`src/sv/nntb_pkg.sv`:
```
// shared widths and the command and status bundles of the tour builder
package nntb_pkg;

    localparam int NODE_W   = 4;
    localparam int CNT_W    = 5;
    localparam int DIST_W   = 24;
    localparam int SUM_W    = 28;
    localparam int TOUR_MAX = 16;

    localparam logic KIND_LOAD = 1'b0;
    localparam logic KIND_RUN  = 1'b1;

    typedef struct packed {
        logic load;
        logic init_run;
        logic start_tour;
        logic scan_issue;
        logic step;
        logic keep;
        logic emit;
    } nntb_cmd_t;

    typedef struct packed {
        logic run_empty;
        logic tour_done;
        logic j_last;
        logic start_last;
        logic emit_last;
        logic out_free;
    } nntb_sts_t;

endpackage

```
`src/sv/nntb_ctrl.sv`:
```
// sequencer for loads, tour scans, best-tour keeping and result emission
module nntb_ctrl
    import nntb_pkg::*;
(
    input  logic      aclk,
    input  logic      aresetn,
    input  logic      s_valid,
    input  logic      s_kind,
    output logic      s_ready,
    input  nntb_sts_t sts,
    output nntb_cmd_t cmd
);

    typedef enum logic [2:0] {
        ST_IDLE,
        ST_START,
        ST_SCAN,
        ST_DRAIN,
        ST_STEP,
        ST_KEEP,
        ST_EMIT
    } state_t;

    state_t state_reg, state_next;

    always_comb begin
        state_next = state_reg;
        cmd        = '0;
        s_ready    = 1'b0;
        case (state_reg)
            ST_IDLE: begin
                s_ready = 1'b1;
                if (s_valid) begin
                    if (s_kind == KIND_LOAD) begin
                        cmd.load = 1'b1;
                    end else begin
                        cmd.init_run = 1'b1;
                        if (!sts.run_empty) begin
                            state_next = ST_START;
                        end
                    end
                end
            end
            ST_START: begin
                cmd.start_tour = 1'b1;
                state_next     = ST_SCAN;
            end
            ST_SCAN: begin
                if (sts.tour_done) begin
                    state_next = ST_KEEP;
                end else begin
                    cmd.scan_issue = 1'b1;
                    if (sts.j_last) begin
                        state_next = ST_DRAIN;
                    end
                end
            end
            ST_DRAIN: begin
                state_next = ST_STEP;
            end
            ST_STEP: begin
                cmd.step   = 1'b1;
                state_next = ST_SCAN;
            end
            ST_KEEP: begin
                cmd.keep   = 1'b1;
                state_next = sts.start_last ? ST_EMIT : ST_START;
            end
            ST_EMIT: begin
                if (sts.out_free) begin
                    cmd.emit = 1'b1;
                    if (sts.emit_last) begin
                        state_next = ST_IDLE;
                    end
                end
            end
            default: begin
                state_next = ST_IDLE;
            end
        endcase
    end

    always_ff @(posedge aclk) begin
        if (!aresetn) begin
            state_reg <= ST_IDLE;
        end else begin
            state_reg <= state_next;
        end
    end

endmodule

```
`config.mk`:
```
export PLATFORM = sky130hd
export DESIGN_NAME = nntb_ctrl
export DESIGN_NICKNAME = d
export VERILOG_FILES = /design/src/sv/nntb_pkg.sv /design/src/sv/nntb_ctrl.sv
export SDC_FILE = /design/constraint.sdc
export NUM_CORES = 1
export LEC_CHECK = 0
export BUFFER_PORTS_ARGS = -buffer_cell sky130_fd_sc_hd__clkbuf_2
export CORE_AREA = 3 3 40 42
export CTS_CLUSTER_DIAMETER = 60
export CTS_CLUSTER_SIZE = 16
export DETAILED_ROUTE_END_ITERATION = 10
export DIE_AREA = 0 0 43 45
export SETUP_SLACK_MARGIN = 0.05
export SLEW_MARGIN = 10
export SYNTH_ARGS = -nofsm -noshare
export SYNTH_HDL_FRONTEND = slang
export SYNTH_SLANG_ARGS = --single-unit
export TNS_END_PERCENT = 5
```
`constraint.sdc`:
```
create_clock -name aclk -period 1.16 [get_ports aclk]
set_clock_uncertainty 0.2 [all_clocks]
set_input_delay 0.174 -clock aclk [delete_from_list [all_inputs] [get_ports aclk]]
set_output_delay 0.174 -clock aclk [all_outputs]
set_load 0.05 [all_outputs]
```
==> impl_metrics.toml, run 1 <==
[run_status]
status = "finished, violations left"
failed_checks = "negative setup slack"

[critical_path]
worstSetupPathType = "reg -> out"
cp-end-kind = "primary output"
reg2reg_depth = 4
worstPathRequired_ps = 790
cp.arrival_ps = 1160
regToRegEndpoint = "state_reg[1]"
crit_fanout = 4
r2r_slack_ps = -230
start_kind = "flop"
rr_startpoint = "state_reg[2]"

[layout]
area_growth_pct = 151
final_nets = 74
fillers = 123
final_layout_size_suffix_gt1_share_pct = 66.7
mostFrequentLayoutCells = "clkbuf_2, buf_4, clkbuf_4, clkbuf_8"
num_antenna_cells = 0
largest_reg_flops = 3
instances_no_fill = 78

[clock_network]
cts_sinks = 3
clk_latency_ps = 230
clockBufferDepth = 2
cts_buffers = 3
h-tree-depth = 1
clkTransAtPathRegs_ps = 40
cts_tree = "done"
cts_root_buf = "clkbuf_4"

[routing]
wl_per_cell_um = 9.83
drt-total-wl_um = 767
wl_met2_um = 421
wl_met1_um = 308
via_per_inst = 4.33
ant_nets = 0
met3_length_um = 37
drc = 0
vias = 338
top_layer = "met3"
drtPass1Iterations = 1
detail_route.iter0.violations = 0

[floorplan]
start_util_pct = 18.6
die_h_um = 45
die_area_sq_um = 1940
rows = 13
coreArea_sq_um = 1280
fp.dieW_um = 43
io_pins = 18

[yosys]
synth_area_sq_um = 239
synth_seq_cells = 3
yosysTopAreaCellShare_pct = 25.1
ys_seq_area_share_pct = 25.1
yosysWarnings = 0
ys_top_cells_by_area = "dfxtp_1, and3b_1, nor3b_1, o211ai_1, and3_1"
syn_nets = 42
syn_inst = 32
yosys.area.top_type = "dfxtp_1"
synth.avg_cell_area_sq_um = 7.47
synth_cell_types = 21

[hold_path]
hp-start = "sts[3]"
worstHoldPathType = "in -> reg"
worstHoldPathCells = 3
hold_end = "state_reg[0]"

[placement]
dp_cells = 72
io_buffers = 17
post-dp-hpwl_um = 625
preCtsSetupSlack_ps = -270
place.gp.congestion = 0.758

[global_route]
grt_usage_pct = 8.97
grt_max_degree = 7
grt_pass1_wl_um = 1300
grt_overflow = 0
antenna_found_initial = 0
grt_pass1_vias = 344

[sta]
fin_crit_sh_pct = 132
slew_viol_final = 0
min_period_ps = 1530
setup_viol = 11
hold_viol = 0
fin_ws_ps = -371
slew_headroom_pct = 86.4
tightest_slew_ps = 204
rsz0062_at_grt = "yes"
fmax_ghz = 0.653

[pwr]
peakVddDrop_mv = 0.308
p_leak_uw = 0.000278
cellPowerDensity_nw_per_um2 = 792

[flow_run]
maxCapViolCount = 0
[repair_timing]
item / CTS / global route
endpoints found under the setup margin: 11 / 11
setup buffers: 0 / 0
pin swaps: 2 / 3
endpoints found under the hold margin: 1 / 0
gates cloned: 0 / 0
hold buffers: 2 / 0
gates resized for setup: 17 / 5
[area by class of cell]
type	count	area [sq um]	share of cell area [%]
Clock buffer	4	26.3	4.38
Inverter	2	7.51	1.25
Multi-Input combinational cell	26	211	35.3
Sequential cell	3	66.3	11.1
Tap cell	15	18.8	3.13
Timing Repair Buffer	28	269	44.9
[worst max path at each step]
stage / from / end
floorplan: state_reg[2] / cmd[6]
global placement: state_reg[0] / cmd[5]
detailed placement: state_reg[0] / cmd[5]
CTS: state_reg[0] / cmd[5]
global route: state_reg[1] / cmd[5]
finish: state_reg[2] / cmd[5]
[cell usage after synthesis]
| library cell | number |
|---|---|
| a21o_1 | 1 |
| a21oi_1 | 1 |
| a21oi_2 | 1 |
| a31oi_1 | 1 |
| and3_1 | 2 |
| and3b_1 | 2 |
| buf_6 | 1 |
| dfxtp_1 | 3 |
| inv_1 | 2 |
| nand2_1 | 3 |
| nand2b_1 | 1 |
| nand3_1 | 1 |
| nand3b_1 | 1 |
| nor2_1 | 2 |
| nor2b_1 | 1 |
| nor3_1 | 2 |
| nor3b_1 | 2 |
| o211ai_1 | 2 |
| o21ai_0 | 1 |
| o21bai_1 | 1 |
| or3_1 | 1 |
[report_power, final]
part	switching [uW]	internal [uW]	leakage [uW]
logic	87.4	89.4	0.000237
clock network	54.8	129	0.0000150
registers	6.69	107	0.0000261
total	149	326	0.000278
[routing by layer]
layer	vias to the layer above	GRT usage, %
met5	-	0
met4	0	7.23
met3	0	0
met2	10	16.2
met1	151	10.0
li1	177	-
[cell families after synthesis]
family,after synthesis,synth area share (%)
DFF,3,25.1
and+or+nand+nor,18,44.0
buffers and inverters,3,7.85
AOI/OAI and AO/OA,8,23.0
[critical path, stage by stage (launching register included)]
cell,delay (ps)
dfxtp_2,340
nor3_4,210
and3_4,220
clkbuf_16,150
[metrics by stage]
step / cell area, sq um / TNS, ps / power, uW / hold WS (ps) / utilization, %
after floorplan: 280 / -4230 / 199 / 107 / -
after global placement: 470 / -2200 / 264 / 222 / 36.6
after detailed placement: 470 / -2230 / 266 / 230 / 36.6
after CTS: 587 / -3310 / 482 / 56.2 / 45.7
after global routing: 599 / -3710 / 514 / 65.6 / 46.6
final: 599 / -3060 / 475 / 50.5 / 46.6
Note: power is estimated with default switching activity, not from simulation.
==> inputs of run 2 (changes only) <==
- clock period: 1.16 -> 1.6 ns (I/O delays scaled with it)
==> impl_metrics.toml, run 2 (same netlist as run 1, synthesis figures left out) <==
[critical_path]
cp.arrival_ps = 1210
worstSetupPathType = "reg -> out"
cp-end-kind = "primary output"
crit_chain = "nor3_4 -> and3_1 -> clkbuf_8"
max_stage_delay_ps = 370
crit_slowest_cell = "dfxtp_4"
worstPathRequired_ps = 1160
crit_fanout = 8
start_kind = "flop"
cp_top_family = "simple AND/OR/NAND/NOR gates"
crit_buf_inv = 1
r2r_slack_ps = 310

[routing]
vias = 334
wl_per_cell_um = 11.3
drtPass1Iterations = 3
drc = 0
via_per_inst = 4.64
detail_route.iter0.violations = 4
ant_nets = 0
drt-total-wl_um = 813

[placement]
post-dp-hpwl_um = 573
place.gp.congestion = 0.770
dp_cells = 67
io_buffers = 17

[clock_network]
cts_buffers = 3
cts_tree = "done"
clockBufferDepth = 2
cts_root_buf = "clkbuf_4"
h-tree-depth = 1
ctsHoldBuffers = 0
clk_latency_ps = 240
clkTransAtPathRegs_ps = 30
cts_sinks = 3

[pwr]
power.total_uw = 325
p_leak_uw = 0.000242
peakVddDrop_mv = 0.284
cellPowerDensity_nw_per_um2 = 616

[layout]
num_antenna_cells = 0
final_layout_size_suffix_gt1_share_pct = 63.2
mostFrequentLayoutCells = "clkbuf_2, buf_8, buf_4"
final_nets = 68
largest_reg_flops = 3
area_growth_pct = 121
instances_no_fill = 72
layout_commonest_cell = "clkbuf_2"

[global_route]
grt_pass1_vias = 349
grt_usage_pct = 9.58
busiest_layer = "met2"
grtUsageMet2_pct = 14.7
grt_pass1_wl_um = 1380
antenna_found_initial = 0
met3_usage_pct = 3.19
grt_overflow = 0
use_met1_pct = 11.1
grt_max_degree = 9

[sta]
slew_headroom_pct = 86.7
fin_crit_sh_pct = 103
min_period_ps = 1650
rsz0062_at_grt = "yes"
hold_viol = 0
slew_viol_final = 0
tightest_slew_ps = 198
fin_ws_ps = -53.5
setup_viol = 2
fmax_ghz = 0.605

[floorplan]
fp.dieW_um = 43
coreArea_sq_um = 1280
rows = 13
die_area_sq_um = 1940
io_pins = 18
die_h_um = 45
start_util_pct = 18.6

[run_status]
status = "finished, violations left"
failed_checks = "negative setup slack"

[hold_path]
worstHoldPathType = "in -> reg"

[flow_run]
maxCapViolCount = 0
[run 2: changes by cell type in the layout (fill, tap and decap cells not counted), moves of 2 or more]
cell | before | now
buf_4 | 9 | 4
buf_8 | 2 | 5
buf_12 | 2 | 0
dlygate4sd3_1 | 2 | 0
[run 2: repair_timing]
action	in CTS	in global routing
setup endpoints to repair	8	8
buffers inserted	0	1
resized for setup	23	9
pin swaps	5	2
gates cloned	0	0
endpoints found under the hold margin	0	0
[run 2: area by class of cell]
cell class,instances,area (sq um)
timing repair buffer,22,203
clock buffer,4,26.3
sequential,3,68.8
multi-input combinational,26,204
tap,15,18.8
fill,132,757
inverter,2,7.51
[run 2: layer usage]
| layer | wire [um] | part of all wire [%] |
|---|---|---|
| met1 | 305 | 38 |
| met2 | 427 | 53 |
| met3 | 66 | 8.1 |
| met4 | 14 | 1.7 |
| met5 | 0 | 0 |
[run 2: metrics by stage]
step                TNS, ps  worst slack, ps  hold WS [ps]  utilization [%]  area, sq um
floorplan              -855             -321           173                -          268
global placement          0             83.4           290             30.4          390
detailed placement        0             70.0           289             30.4          390
CTS                    -114            -57.4          35.1             38.9          500
global route           -376             -130          56.6             41.1          528
finish                -97.1            -53.5          33.4             41.1          528
[run 2: worst register-to-register path, delay by kind of cell, from the launching register on]
| family | cells | cell delay (ps) |
|---|---|---|
| and+or+nand+nor | 2 | 520 |
| DFF | 1 | 370 |
| AOI/OAI and AO/OA | 1 | 140 |
[run 2: power by group]
part / internal [uW] / switching [uW] / total (uW)
clock network: 93.7 / 42.2 / 136
registers: 76.3 / 6.29 / 82.6
logic: 48.5 / 58.2 / 107
total: 218 / 107 / 325
[run 2: final timing paths]
check | from | to | cells after the start
max | state_reg[2] | cmd[5] | 3
min | aresetn | state_reg[2] | 3
max reg2reg | state_reg[0] | state_reg[1] | 3
min reg2reg | state_reg[2] | state_reg[2] | 2
==> inputs of run 3 (changes only) <==
- ABC_AREA: unset -> 1
- CTS_CLUSTER_SIZE: 16 -> 25
- clock period: 1.6 -> 1.3 ns (I/O delays scaled with it)
==> impl_metrics.toml, run 3 <==
[clock_network]
cts_root_buf = "clkbuf_4"
clockBufferDepth = 2
clk_latency_ps = 240
cts_tree = "done"
h-tree-depth = 1
cts_sinks = 3
clkTransAtPathRegs_ps = 40
cts_buffers = 3

[sta]
setup_tns_ps = -1580
setup_viol = 9
tightest_slew_ps = 202
slew_headroom_pct = 86.4
slew_viol_final = 0
hold_ws_ps = 25.1
min_period_ps = 1540
fin_ws_ps = -236
rsz0062_at_grt = "yes"
hold_viol = 0
fmax_ghz = 0.651
fin_crit_sh_pct = 118

[run_status]
status = "finished, violations left"
failed_checks = "negative setup slack"

[critical_path]
max_stage_delay_ps = 360
cp.arrival_ps = 1140
rr_startpoint = "state_reg[0]"
crit_fanout = 4
worstSetupPathType = "reg -> out"
reg2reg_depth = 9
crit_chain = "nor2_4 -> nand2_2 -> clkinvlp_4 -> nand2_2 -> nor2_4 -> buf_8"
crit_slowest_cell = "dfxtp_4"
cp-startpoint = "state_reg[0]"
cp-end-kind = "primary output"
worstPathRequired_ps = 900
start_kind = "flop"

[yosys]
yosys.area.top_type = "dfxtp_1"
synth-main-ff-cell = "dfxtp_1"
ys_seq_area_share_pct = 22.0
synth_edf_count = 0
synth.avg_cell_area_sq_um = 5.68
ys_top_cells_by_area = "dfxtp_1, nand2_1, inv_1, nor2_1, nand3_2"
synth.most_common_cell = "nand2_1"
synth_seq_cells = 3
yosysWarnings = 0
synth_cell_types = 16
synth_area_sq_um = 273
synth-async-reset-ratio_pct = 0
yosys-top-cells-count = "nand2_1, inv_1, nor2_1, dfxtp_1, nand3_1"
syn_nets = 58
yosysTopAreaCellShare_pct = 22.0
syn_inst = 48

[routing]
drc = 0
drt-total-wl_um = 902
ant_nets = 0
wl_per_cell_um = 10.0
detail_route.iter0.violations = 3
drtPass1Iterations = 3
via_per_inst = 4.12
vias = 371

[placement]
place.gp.congestion = 0.823
preCtsSetupSlack_ps = -128
placed_cell_area_sq_um = 480
post-dp-hpwl_um = 721
io_buffers = 17

[layout]
area_growth_pct = 122
final_layout_size_suffix_gt1_share_pct = 64.0
ff_latch_area_sq_um = 66.3
multi_input_area_sq_um = 225
final_nets = 86
num_antenna_cells = 0
mostFrequentLayoutCells = "nand2_1, clkbuf_2, inv_1, buf_4, nor2_4"
largest_reg_flops = 3
fillers = 140
finalInstanceArea_sq_um = 604

[global_route]
grt_overflow = 0
grt_max_degree = 5
grt_pass1_wl_um = 1500
grt_pass1_vias = 390
grt_usage_pct = 10.6
antenna_found_initial = 0

[pwr]
p_leak_uw = 0.000298
peakVddDrop_mv = 0.515
cellPowerDensity_nw_per_um2 = 815
power.total_uw = 493

[floorplan]
coreArea_sq_um = 1280
die_h_um = 45
fp.dieW_um = 43
io_pins = 18
die_area_sq_um = 1940
start_util_pct = 21.2
rows = 13

[hold_path]
worstHoldPathCells = 3
worstHoldPathType = "in -> reg"
hp-start = "aresetn"

[flow_run]
maxCapViolCount = 0
[run 3: changes by cell type in the layout (fill, tap and decap cells not counted), moves of 3 or more]
cell,previous run,this run
nand2_2,0,3
nand3_2,0,3
clkinvlp_4,0,3
nor2_4,0,4
nand2_1,3,9
inv_1,2,7
[run 3: where the power goes]
part	switching (uW)	total [uW]	internal, uW
Combinational	125	211	85.3
Clock	58.1	174	116
Sequential	9.80	108	98.3
Total	193	493	299
[run 3: metrics by stage]
stage / utilization (%) / instances
2_1_floorplan: - / 48
3_3_place_gp: 37.4 / 85
3_5_place_dp: 37.4 / 85
4_1_cts: 45.4 / 90
5_1_grt: 47.0 / 90
6_report: 47.0 / 90
[run 3: logic make-up after synthesis]
family | share of synthesized area (%)
and+or+nand+nor | 52.3
buffers and inverters | 16.5
AOI/OAI and AO/OA | 9.17
DFF | 22.0
[run 3: worst max-delay path, delay by kind of cell, from the launching register on]
| kind | cells | cell delay [ps] |
|---|---|---|
| buffers and inverters | 2 | 230 |
| DFF | 1 | 360 |
| and+or+nand+nor | 4 | 310 |
[run 3: area by class of cell]
type / count / area share (%)
timing repair buffer: 23 / 35.0
sequential: 3 / 11.0
multi-input combinational: 33 / 37.3
tap: 15 / 3.11
inverter: 12 / 9.32
clock buffer: 4 / 4.35
[run 3: worst paths after layout]
path	endpoint	slack (ps)
worst min-delay path	state_reg[1]	30
worst min register to register	state_reg[1]	440
worst max register to register	state_reg[1]	-120
worst max-delay path	cmd[6]	-240
[run 3: repair_timing]
item | 4_1_cts | 5_1_grt
pin swaps | 3 | 2
gates cloned | 0 | 0
endpoints found under the setup margin | 11 | 11
buffers inserted | 1 | 0
gates resized for setup | 19 | 8
hold buffers | 0 | 0
[run 3: per-layer routing]
| metal | global-route usage [%] | vias to the layer above | wire length [um] |
|---|---|---|---|
| met1 | 11.5 | 160 | 362 |
| met3 | 1.59 | 0 | 50 |
| met2 | 18.9 | 9 | 489 |
| li1 | - | 202 | - |
| met4 | 7.23 | 0 | 0 |
| met5 | 0 | - | 0 |
